File: config.mk
export PLATFORM = sky130hd
export DESIGN_NAME = bounded_ordered_list
export DESIGN_NICKNAME = d
export VERILOG_FILES = /design/src/rtl/bol_pkg.sv /design/src/rtl/bounded_ordered_list.sv /design/src/rtl/bol_ram.sv
export SDC_FILE = /design/constraint.sdc
export NUM_CORES = 2
export LEC_CHECK = 0
export BUFFER_PORTS_ARGS = -buffer_cell sky130_fd_sc_hd__buf_2
export CORE_MARGIN = 3
export CORE_UTILIZATION = 55
export CTS_BUF_LIST = sky130_fd_sc_hd__clkbuf_2 sky130_fd_sc_hd__clkbuf_4 sky130_fd_sc_hd__clkbuf_8
export DETAILED_ROUTE_END_ITERATION = 6
export PLACE_DENSITY = 0.79
export SLEW_MARGIN = 15
export SYNTH_ARGS = -nofsm -noshare
export SYNTH_HDL_FRONTEND = slang
export SYNTH_SLANG_ARGS = --single-unit
File: constraint.sdc
create_clock -name clk -period 10 [get_ports clk]
set_input_delay 1 -clock clk [delete_from_list [all_inputs] [get_ports clk]]
set_output_delay 1 -clock clk [all_outputs]
set_load 0.05 [all_outputs]
File: src/rtl/bol_pkg.sv
// shared constants and operation codes of the bounded ordered list
package bol_pkg;

	localparam int DEPTH_DEF       = 64;
	localparam int ENTRY_WIDTH_DEF = 32;

	localparam int FUNC_W  = 3;
	localparam int POS_W   = 6;
	localparam int WORD_W  = 32;
	localparam int COUNT_W = 7;
	localparam int CAP_W   = 7;
	localparam int PADDR_W = 3;
	localparam int PDATA_W = 32;

	localparam logic [FUNC_W-1:0] FUNC_PUSH_BACK  = 3'd0;
	localparam logic [FUNC_W-1:0] FUNC_PUSH_FRONT = 3'd1;
	localparam logic [FUNC_W-1:0] FUNC_READ_AT    = 3'd2;
	localparam logic [FUNC_W-1:0] FUNC_ERASE_AT   = 3'd3;
	localparam logic [FUNC_W-1:0] FUNC_READ_LAST  = 3'd4;

	// register select is paddr[2]
	localparam logic REG_CAPACITY = 1'b0;

	localparam logic [CAP_W-1:0] CAPACITY_RESET = 7'd64;

endpackage

File: src/rtl/bounded_ordered_list.sv
// bounded ordered list: entries in a ram, one shared index adder shifts them one word at a time
// push back, reads, refused words and erase of the last entry go straight to done
// push front: one read and one write state per entry moved, then the new entry at index 0
// erase at index: each entry above the position moves down through the single ram port pair
// input held off while an operation runs and until the result word is taken
// reset clears the count and sets capacity to 64; ram contents stay undefined until written
module bounded_ordered_list
	import bol_pkg::*;
#(
	parameter int DEPTH       = DEPTH_DEF,
	parameter int ENTRY_WIDTH = ENTRY_WIDTH_DEF
) (
	input  logic               clk,
	input  logic               arst_n,
	input  logic               in_valid,
	output logic               in_ready,
	input  logic [FUNC_W-1:0]  func,
	input  logic [POS_W-1:0]   position,
	input  logic [WORD_W-1:0]  entry_in,
	output logic               out_valid,
	input  logic               out_ready,
	output logic               status,
	output logic [WORD_W-1:0]  entry_out,
	output logic [COUNT_W-1:0] count,
	output logic               full_res,
	input  logic               psel,
	input  logic               penable,
	input  logic               pwrite,
	input  logic [PADDR_W-1:0] paddr,
	input  logic [PDATA_W-1:0] pwdata,
	output logic [PDATA_W-1:0] prdata,
	output logic               pready
);

	localparam int AW = $clog2(DEPTH);
	localparam int FW = $clog2(DEPTH + 1);
	localparam int CW = (FW > CAP_W) ? FW : CAP_W;
	localparam int XW = (ENTRY_WIDTH > WORD_W) ? ENTRY_WIDTH : WORD_W;

	typedef enum logic [4:0] {
		ST_IDLE  = 5'b00001,
		ST_SH_RD = 5'b00010,
		ST_SH_WR = 5'b00100,
		ST_INS   = 5'b01000,
		ST_DONE  = 5'b10000
	} state_t;

	state_t                 st_q;
	logic [FW-1:0]          fill_q;
	logic [CAP_W-1:0]       capacity_q;
	logic [AW-1:0]          idx_q;
	logic                   down_q;
	logic [ENTRY_WIDTH-1:0] data_q;
	logic                   refused_q;
	logic                   rdsel_q;
	logic                   out_valid_q;
	logic                   status_q;
	logic [WORD_W-1:0]      entry_out_q;
	logic [COUNT_W-1:0]     count_q;
	logic                   full_q;

	logic                   accept;
	logic                   cfg_wr;
	logic [CW-1:0]          fill_ext;
	logic [CW-1:0]          cap_eff;
	logic [CW-1:0]          pos_ext;
	logic                   is_full;
	logic                   pos_bad;
	logic [AW-1:0]          nb;
	logic                   sh_end;
	logic [XW-1:0]          in_ext;
	logic [XW-1:0]          rd_ext;

	logic                   ram_we;
	logic [AW-1:0]          ram_waddr;
	logic [ENTRY_WIDTH-1:0] ram_wdata;
	logic                   ram_re;
	logic [AW-1:0]          ram_raddr;
	logic [ENTRY_WIDTH-1:0] ram_rdata;

	// configuration port
	assign pready = 1'b1;
	assign cfg_wr = psel && penable && pwrite;
	assign prdata = (paddr[2] == REG_CAPACITY) ? PDATA_W'(capacity_q) : '0;

	always_ff @(posedge clk or negedge arst_n) begin
		if (!arst_n) begin
			capacity_q <= CAPACITY_RESET;
		end else if (cfg_wr && paddr[2] == REG_CAPACITY) begin
			capacity_q <= pwdata[CAP_W-1:0];
		end
	end

	// operation checks
	assign fill_ext = CW'(fill_q);
	assign cap_eff  = (CW'(capacity_q) > CW'(DEPTH)) ? CW'(DEPTH) : CW'(capacity_q);
	assign pos_ext  = CW'(position);
	assign is_full  = fill_ext >= cap_eff;
	assign pos_bad  = pos_ext >= fill_ext;

	assign in_ready = (st_q == ST_IDLE) && !out_valid_q;
	assign accept   = in_valid && in_ready;

	assign in_ext = XW'(entry_in);
	assign rd_ext = XW'(ram_rdata);

	// shared index unit: neighbor of the entry being written
	assign nb     = down_q ? (idx_q - AW'(1)) : (idx_q + AW'(1));
	assign sh_end = down_q ? (nb == '0) : ((CW'(nb) + CW'(1)) >= fill_ext);

	// ram port steering
	always_comb begin
		ram_we    = 1'b0;
		ram_waddr = idx_q;
		ram_wdata = ram_rdata;
		ram_re    = 1'b0;
		ram_raddr = nb;
		case (st_q)
			ST_IDLE: begin
				ram_waddr = fill_q[AW-1:0];
				ram_wdata = in_ext[ENTRY_WIDTH-1:0];
				if (accept) begin
					case (func)
						FUNC_PUSH_BACK: begin
							ram_we = !is_full;
						end
						FUNC_PUSH_FRONT: begin
							ram_we = !is_full && (fill_q == '0);
						end
						FUNC_READ_AT: begin
							ram_re    = !pos_bad;
							ram_raddr = pos_ext[AW-1:0];
						end
						FUNC_READ_LAST: begin
							ram_re    = (fill_q != '0);
							ram_raddr = fill_q[AW-1:0] - AW'(1);
						end
						default: begin
							ram_we = 1'b0;
						end
					endcase
				end
			end
			ST_SH_RD: begin
				ram_re = 1'b1;
			end
			ST_SH_WR: begin
				ram_we = 1'b1;
			end
			ST_INS: begin
				ram_we    = 1'b1;
				ram_waddr = '0;
				ram_wdata = data_q;
			end
			default: begin
				ram_we = 1'b0;
			end
		endcase
	end

	bol_ram #(
		.WIDTH (ENTRY_WIDTH),
		.DEPTH (DEPTH)
	) u_ram (
		.clk   (clk),
		.we    (ram_we),
		.waddr (ram_waddr),
		.wdata (ram_wdata),
		.re    (ram_re),
		.raddr (ram_raddr),
		.rdata (ram_rdata)
	);

	// sequencer
	always_ff @(posedge clk or negedge arst_n) begin
		if (!arst_n) begin
			st_q   <= ST_IDLE;
			fill_q <= '0;
		end else begin
			case (st_q)
				ST_IDLE: begin
					if (accept) begin
						st_q <= ST_DONE;
						case (func)
							FUNC_PUSH_BACK: begin
								if (!is_full) begin
									fill_q <= fill_q + FW'(1);
								end
							end
							FUNC_PUSH_FRONT: begin
								if (!is_full) begin
									if (fill_q == '0) begin
										fill_q <= fill_q + FW'(1);
									end else begin
										st_q <= ST_SH_RD;
									end
								end
							end
							FUNC_ERASE_AT: begin
								if (!pos_bad) begin
									if ((pos_ext + CW'(1)) < fill_ext) begin
										st_q <= ST_SH_RD;
									end else begin
										fill_q <= fill_q - FW'(1);
									end
								end
							end
							default: begin
								st_q <= ST_DONE;
							end
						endcase
					end
				end
				ST_SH_RD: begin
					st_q <= ST_SH_WR;
				end
				ST_SH_WR: begin
					if (sh_end) begin
						if (down_q) begin
							st_q <= ST_INS;
						end else begin
							st_q   <= ST_DONE;
							fill_q <= fill_q - FW'(1);
						end
					end else begin
						st_q <= ST_SH_RD;
					end
				end
				ST_INS: begin
					st_q   <= ST_DONE;
					fill_q <= fill_q + FW'(1);
				end
				ST_DONE: begin
					st_q <= ST_IDLE;
				end
				default: begin
					st_q <= ST_IDLE;
				end
			endcase
		end
	end

	// operation context, no reset needed
	always_ff @(posedge clk) begin
		if (accept) begin
			data_q <= in_ext[ENTRY_WIDTH-1:0];
			down_q <= (func == FUNC_PUSH_FRONT);
			if (func == FUNC_PUSH_FRONT) begin
				idx_q <= fill_q[AW-1:0];
			end else begin
				idx_q <= pos_ext[AW-1:0];
			end
			case (func)
				FUNC_PUSH_BACK, FUNC_PUSH_FRONT: begin
					refused_q <= is_full;
					rdsel_q   <= 1'b0;
				end
				FUNC_READ_AT: begin
					refused_q <= pos_bad;
					rdsel_q   <= !pos_bad;
				end
				FUNC_ERASE_AT: begin
					refused_q <= pos_bad;
					rdsel_q   <= 1'b0;
				end
				FUNC_READ_LAST: begin
					refused_q <= (fill_q == '0);
					rdsel_q   <= (fill_q != '0);
				end
				default: begin
					refused_q <= 1'b1;
					rdsel_q   <= 1'b0;
				end
			endcase
		end else if (st_q == ST_SH_WR) begin
			idx_q <= nb;
		end
	end

	// result word
	always_ff @(posedge clk or negedge arst_n) begin
		if (!arst_n) begin
			out_valid_q <= 1'b0;
		end else if (st_q == ST_DONE) begin
			out_valid_q <= 1'b1;
		end else if (out_ready) begin
			out_valid_q <= 1'b0;
		end
	end

	always_ff @(posedge clk) begin
		if (st_q == ST_DONE) begin
			status_q    <= refused_q;
			entry_out_q <= rdsel_q ? rd_ext[WORD_W-1:0] : '0;
			count_q     <= fill_ext[COUNT_W-1:0];
			full_q      <= is_full;
		end
	end

	assign out_valid = out_valid_q;
	assign status    = status_q;
	assign entry_out = entry_out_q;
	assign count     = count_q;
	assign full_res  = full_q;

	// checks
	a_fill_bound: assert property (@(posedge clk) disable iff (!arst_n)
		fill_q <= FW'(DEPTH))
		else $error("fill above depth");

	a_refused_keeps_fill: assert property (@(posedge clk) disable iff (!arst_n)
		(st_q == ST_DONE && refused_q) |-> $stable(fill_q))
		else $error("refused word changed the fill");

	a_result_from_done: assert property (@(posedge clk) disable iff (!arst_n)
		$rose(out_valid_q) |-> $past(st_q == ST_DONE))
		else $error("result word without finished operation");

	a_no_write_when_idle: assert property (@(posedge clk) disable iff (!arst_n)
		(st_q == ST_IDLE && !accept) |-> !ram_we)
		else $error("ram written with no operation running");

endmodule

File: src/rtl/bol_ram.sv
// generic single-port-write ram with registered read
module bol_ram
	import bol_pkg::*;
#(
	parameter int WIDTH = ENTRY_WIDTH_DEF,
	parameter int DEPTH = DEPTH_DEF,
	localparam int AW   = $clog2(DEPTH)
) (
	input  logic             clk,
	input  logic             we,
	input  logic [AW-1:0]    waddr,
	input  logic [WIDTH-1:0] wdata,
	input  logic             re,
	input  logic [AW-1:0]    raddr,
	output logic [WIDTH-1:0] rdata
);

	logic [WIDTH-1:0] mem_q [DEPTH];
	logic [WIDTH-1:0] rdata_q;

	always_ff @(posedge clk) begin
		if (we) begin
			mem_q[waddr] <= wdata;
		end
		if (re) begin
			rdata_q <= mem_q[raddr];
		end
	end

	assign rdata = rdata_q;

endmodule
---- Word level (Yosys, flattened, before mapping) ----
Memories as Yosys holds them, arrays and structs flattened. A register that Yosys moved wholly into a read port is not among the register bits.
Cells that the tools add are included.
storage, ports and cells
  bits in writable memories ............... 2048
  memory bits (read-only) ................. 0
  output and inout port bits .............. 76
  word-level logic and storage cells ...... 107
  bits in latches ......................... 0
  memories ................................ 1
  bits in registers ....................... 102
operators by class
  shifts and indexed selects .............. 0
  div/mod/pow operators ................... 0
  reduce and logical (&&, ||, !) cells .... 20
  add/sub/neg operators ................... 7
  magnitude comparators ................... 5
  mux-type cells .......................... 42
  bitwise gates (word level) .............. 1
  multipliers ............................. 0
  eq/ne operators ......................... 18
memory list
  name         depth  bits a word  rd ports  clocked after Yosys merged registers in  wr ports  line           text
  u_ram.mem_q  64     32           1         1                                        1         bol_ram.sv:18  logic [WIDTH-1:0] mem_q [DEPTH];
operator list
  cell                 number
  $mux 7               10
  $pmux 32 s2          1
  $pmux 7 s3           2
  $mux 6               6
  $mux 5               7
  $pmux 6 s2           2
  $pmux 5 s4           1
  $ne 3x3->1 const B   5
  $add 6x1->7 const B  2
  $ge 7x7->1           2
  $sub 6x1->6 const B  2
  $pmux 5 s2           1
  $reduce_and 10->1    1
  $pmux 1 s2           4
  $add 7x1->7 const B  1
  $ge 6x7->1           1
  $gt 7x7->1 const B   1
  $logic_not 7->1      1
  $lt 7x7->1           1
  $mux 1               7
  $reduce_bool 7->1    1
  $sub 7x1->7 const B  1
  $add 6x1->6 const B  1
  $eq 3x2->1 const B   2
  other kinds (18)     30

---- Longest topological paths before layout ----
  depth in word-level cells ............... 10
  mapped depth ............................ 15

---- Cells and area by module ----
Synthesis repeated with hierarchy kept, for this count alone.
second synthesis, totals
  cell total of the unflattened synthesis .. 3915
  area, all modules ....................... 84976.5 um^2
modules (own cells, without submodules)
  module                instances  cells each  area each (um^2)  seq. area each (um^2)
  bol_ram               1          3324        78835.6           62459.9
  bounded_ordered_list  1          591         6140.9            2965.3

---- Least setup slack after synthesis ----
OpenSTA, ideal clock, no wires.
  kind .................................... input -> register
  start point ............................. input port position[0]
  end point ............................... register u_ram.rdata_q[0], in the netlist u_ram.rdata[0], read port of u_ram.mem_q, enable pin
  stages .................................. 9
  setup slack ............................. 4.891 ns
  library setup time ...................... 0.470 ns
  buffers on the path ..................... 0
  arrival time ............................ 4.639 ns
  path through ............................ inv_1 -> ha_1 -> nand2b_1 -> a21o_1 -> a21oi_1 -> o21ai_0 -> a31oi_1 -> a22oi_1 -> o31ai_1
on the way
  word-level cells in the longest chain between the ends .. 5
  elaborated cells between the ends (all ways) .. 8
  those cells by class .................... 1 x order compare; 6 x mux; 1 x reduce/logical
RTL lines
  element          line                         text
  start, declared  bounded_ordered_list.sv:18   input logic [POS_W-1:0] position,
  $ge 6x7->1       bounded_ordered_list.sv:99   assign pos_bad = pos_ext >= fill_ext;
  $logic_not 1->1  bounded_ordered_list.sv:131  ram_re = !pos_bad;
  $pmux 1 s2       bounded_ordered_list.sv:123  case (func)
  $mux 1           bounded_ordered_list.sv:122  if (accept) begin
  $pmux 1 s2       bounded_ordered_list.sv:118  case (st_q)
  via ram_re       bounded_ordered_list.sv:77   logic ram_re;
  end, declared    bol_ram.sv:19                logic [WIDTH-1:0] rdata_q;
The timed path passes the listed nets, and every way through them passes these cells.
A chain may end at the register's enable or synchronous reset.

---- Final worst setup path ----
  start point ............................. register st_q[3]
  end point ............................... memory u_ram.mem_q[53][23] (netlist name), enable pin
on the way
  word-level cells in the longest chain between the ends .. 7
  elaborated cells between the ends (all ways) .. 11
  those cells by class .................... 3 x eq/ne; 5 x mux; 3 x reduce/logical
RTL lines
  element                       line                                                      text
  start, declared               bounded_ordered_list.sv:48                                state_t st_q;
  start signal, assigned        bounded_ordered_list.sv:177                               st_q <= ST_IDLE;
  start signal, assigned        bounded_ordered_list.sv:183                               st_q <= ST_DONE;
  start signal, assigned        bounded_ordered_list.sv:195                               st_q <= ST_SH_RD;
  $eq 5x1->1                    bounded_ordered_list.sv:101, bounded_ordered_list.sv:118
  $logic_and 1x1->1             bounded_ordered_list.sv:101                               assign in_ready = (st_q == ST_IDLE) && !out_valid_q;
  $logic_and 1x1->1             bounded_ordered_list.sv:102                               assign accept = in_valid && in_ready;
  $mux 1                        bounded_ordered_list.sv:122
  $pmux 1 s2                    bounded_ordered_list.sv:118
  $mux 1                        bol_ram.sv:22                                             if (we) begin
  $mux 1 (implied by the code)  bol_ram.sv:23                                             mem_q[waddr] <= wdata;
  end, declared                 bol_ram.sv:18
Several ways; a longest one is shown, not always the timed one.

==> reports/qor.yml <==
synth_common_cells: "edfxtp_1 (2162), nand2_1 (1261), nand3_1 (574)"
yosysTopAreaCellShare_pct: 74.0
setup_viol: 0
synthToLayoutAreaGrowth_pct: 10.7
wl_met2_um: 108000
cts_root_buf: "clkbuf_8"
die_w_um: 405
vias_per_cell: 6.40
hold_class: "input pin to register"
fp.dieH_um: 405
wl_per_cell_um: 27.7
drt-initial-drc-count: 8547
synth_top_area_cell: "edfxtp_1"
violations: "design-rule violations"
worstRegToRegCells: 10
clock_sink_count: 2182
hold_path_depth: 1
cts_tree: "built"
syn_inst: 5965
drv_slew: 0
crit_slowest_cell: "nor2_4"
wirelength_um: 235000
critPathKind: "register to register"
cp-start-kind: "register"
worst_pin_slew_ns: 1.31
wl_met1_um: 82200
clock_latency_ns: 1.05
first_pass_iters: 7
gp_congestion: 0.888
ys.flop_type: "edfxtp_1"
fin_skew_ns: 0.0541
critPathRequiredTime_ns: 10.68
final_area_um2: 97100
antenna_found_initial: 24
fmax_mhz: 159
rows: 145
hold_violations: 0
path_clk_slew_ns: 0.06
fillers: 10800
critPathMaxFanout: 39
grt_usage_pct: 28.3
grt_pass1_wl_um: 340000
grt_start_max_net_pins: 156
start_util_pct: 55.8
status: "finished, violations left"
max-cap-violations: 0
ant_nets: 0
syn_area_per_cell_um2: 14.7
wl_met3_um: 33600
drc_errors: 1
synth_edf_count: 2162
vias: 54400
ys_seq_area_share_pct: 74.6
synth-seq-cells: 2182
synth_area_um2: 87700
yosys-top-cells-area: "edfxtp_1 (74%), mux2i_1 (6.1%), nand2_1 (5.4%)"
path_cells: "or3_1, nor3b_2, buf_4, nand2_1, a211o_1, a2111oi_0, o21ai_0, nand2b_1, nor2_4, buf_4"
dpl_cell_area_um2: 90700
cts_made_buffers: 338
post_cts_buffers: 0
cts.repair.resized: 0
post-synth-top-count-cell: "edfxtp_1"
fin_tns_setup_ns: 0
ios: 159
cpMostUsedCell: "buf_4"
max_slew_margin_pct: 12.1
hpwl_um: 125000
h-tree-depth: 5
ys_types: 75
critPathCaptureType: "register"
fin_crit_ns: 6.30
clock_path_buffers: 4
layout_worst_path_cycle_share_pct: 63.0
nNetsFinal: 6317
rsz0062_at_grt: "false"
grt_pass1_vias: 53400
top_layer: "met5"
core_area_um2: 157000
slowest_delay_ns: 0.94
overflow: 0
crit_arrival_ns: 6.98
die_area_um2: 164000
ys_warn_count: 0
synthArstFlopShare_pct: 0.917
drive_gt1_share_pct: 14.4
portBuffers: 105
==> area by class of cell <==
class,count,area (µm²),area share [%]
diodes,12,30.0,0.0309
clock buffers,460,5640,5.80
clock inverters,108,559,0.576
inverters,17,63.8,0.0657
multi-input cells,3406,21100,21.7
flip-flops and latches,2182,65400,67.4
well taps,2058,2570,2.65
repair buffers,251,1730,1.78
==> state kept, by name, summed over array words and instances, names as in the netlist, 5 cells and up <==
name	flops
u_ram.mem_q	2048
entry_out	32
st_q	5
capacity_q	7
u_ram.rdata	32
idx_q	6
fill_ext	7
data_q	32
count	7
==> worst max-delay path, delay by kind of cell (launching register included) <==
| family | cells | cell delay (ns) |
|---|---|---|
| DFF | 1 | 0.41 |
| buffers and inverters | 2 | 0.99 |
| AOI/OAI and AO/OA | 3 | 1.56 |
| and+or+nand+nor | 5 | 2.95 |
==> repair_timing <==
action | CTS | global route
hold buffers | 1 | 0
setup endpoints to repair | 0 | 0
endpoints found under the hold margin | 18 | 0
==> cell families after synthesis <==
logic type / after synthesis / synth area share (%)
adders and majority gates: 38 / 0.550
xor gates and xnor gates: 23 / 0.230
DFF: 2182 / 74.6
buffers and inverters: 401 / 2.45
AOI/OAI and AO/OA: 543 / 3.84
other: 2 / 0.00856
muxes: 580 / 7.21
and+or+nand+nor: 2196 / 11.2
==> cells in the final DEF, fill, tap and decap left out, types with 40 or more instances in the layout <==
master	n
a21oi_1	254
a22oi_1	40
a32oi_1	44
buf_2	106
buf_4	133
clkbuf_4	113
clkbuf_8	349
clkinv_1	76
edfxtp_1	2162
mux2i_1	532
mux4_2	41
nand2_1	1227
nand3_1	574
nor2_4	66
nor4_1	47
o21ai_0	50
o22ai_1	54
or4_1	65
==> routing by layer <==
| layer | vias to the layer above | track usage, % |
|---|---|---|
| met1 | 26600 | 36.8 |
| met2 | 4151 | 43.5 |
| met4 | 12 | 13.8 |
| met5 | - | 0 |
| li1 | 22900 | - |
| met3 | 683 | 8.79 |
==> final timing paths <==
kind,from,to,slack (ns)
max,st_q[3],u_ram.mem_q[53][23],3.70
min,entry_in[31],data_q[31],0.17
max reg2reg,st_q[3],u_ram.mem_q[53][23],3.70
min reg2reg,refused_q,status,0.43
max in group asynchronous,arst_n,capacity_q[6],9.17
min in group asynchronous,arst_n,fill_ext[3],0.47
==> metrics by stage <==
stage	worst slack [ns]	hold slack, ns	cells	util [%]
2_1_floorplan	4.89	0.400	5989	-
3_3_place_gp	3.93	0.408	7909	57.7
3_5_place_dp	3.85	0.407	7909	57.7
4_1_cts	3.93	0.0887	8478	61.6
5_1_grt	3.56	0.114	8483	61.7
6_report	3.70	0.166	8494	61.7
Power is not shown: default switching activity piles up to over one toggle a cycle in this logic, so the estimate is an artifact.
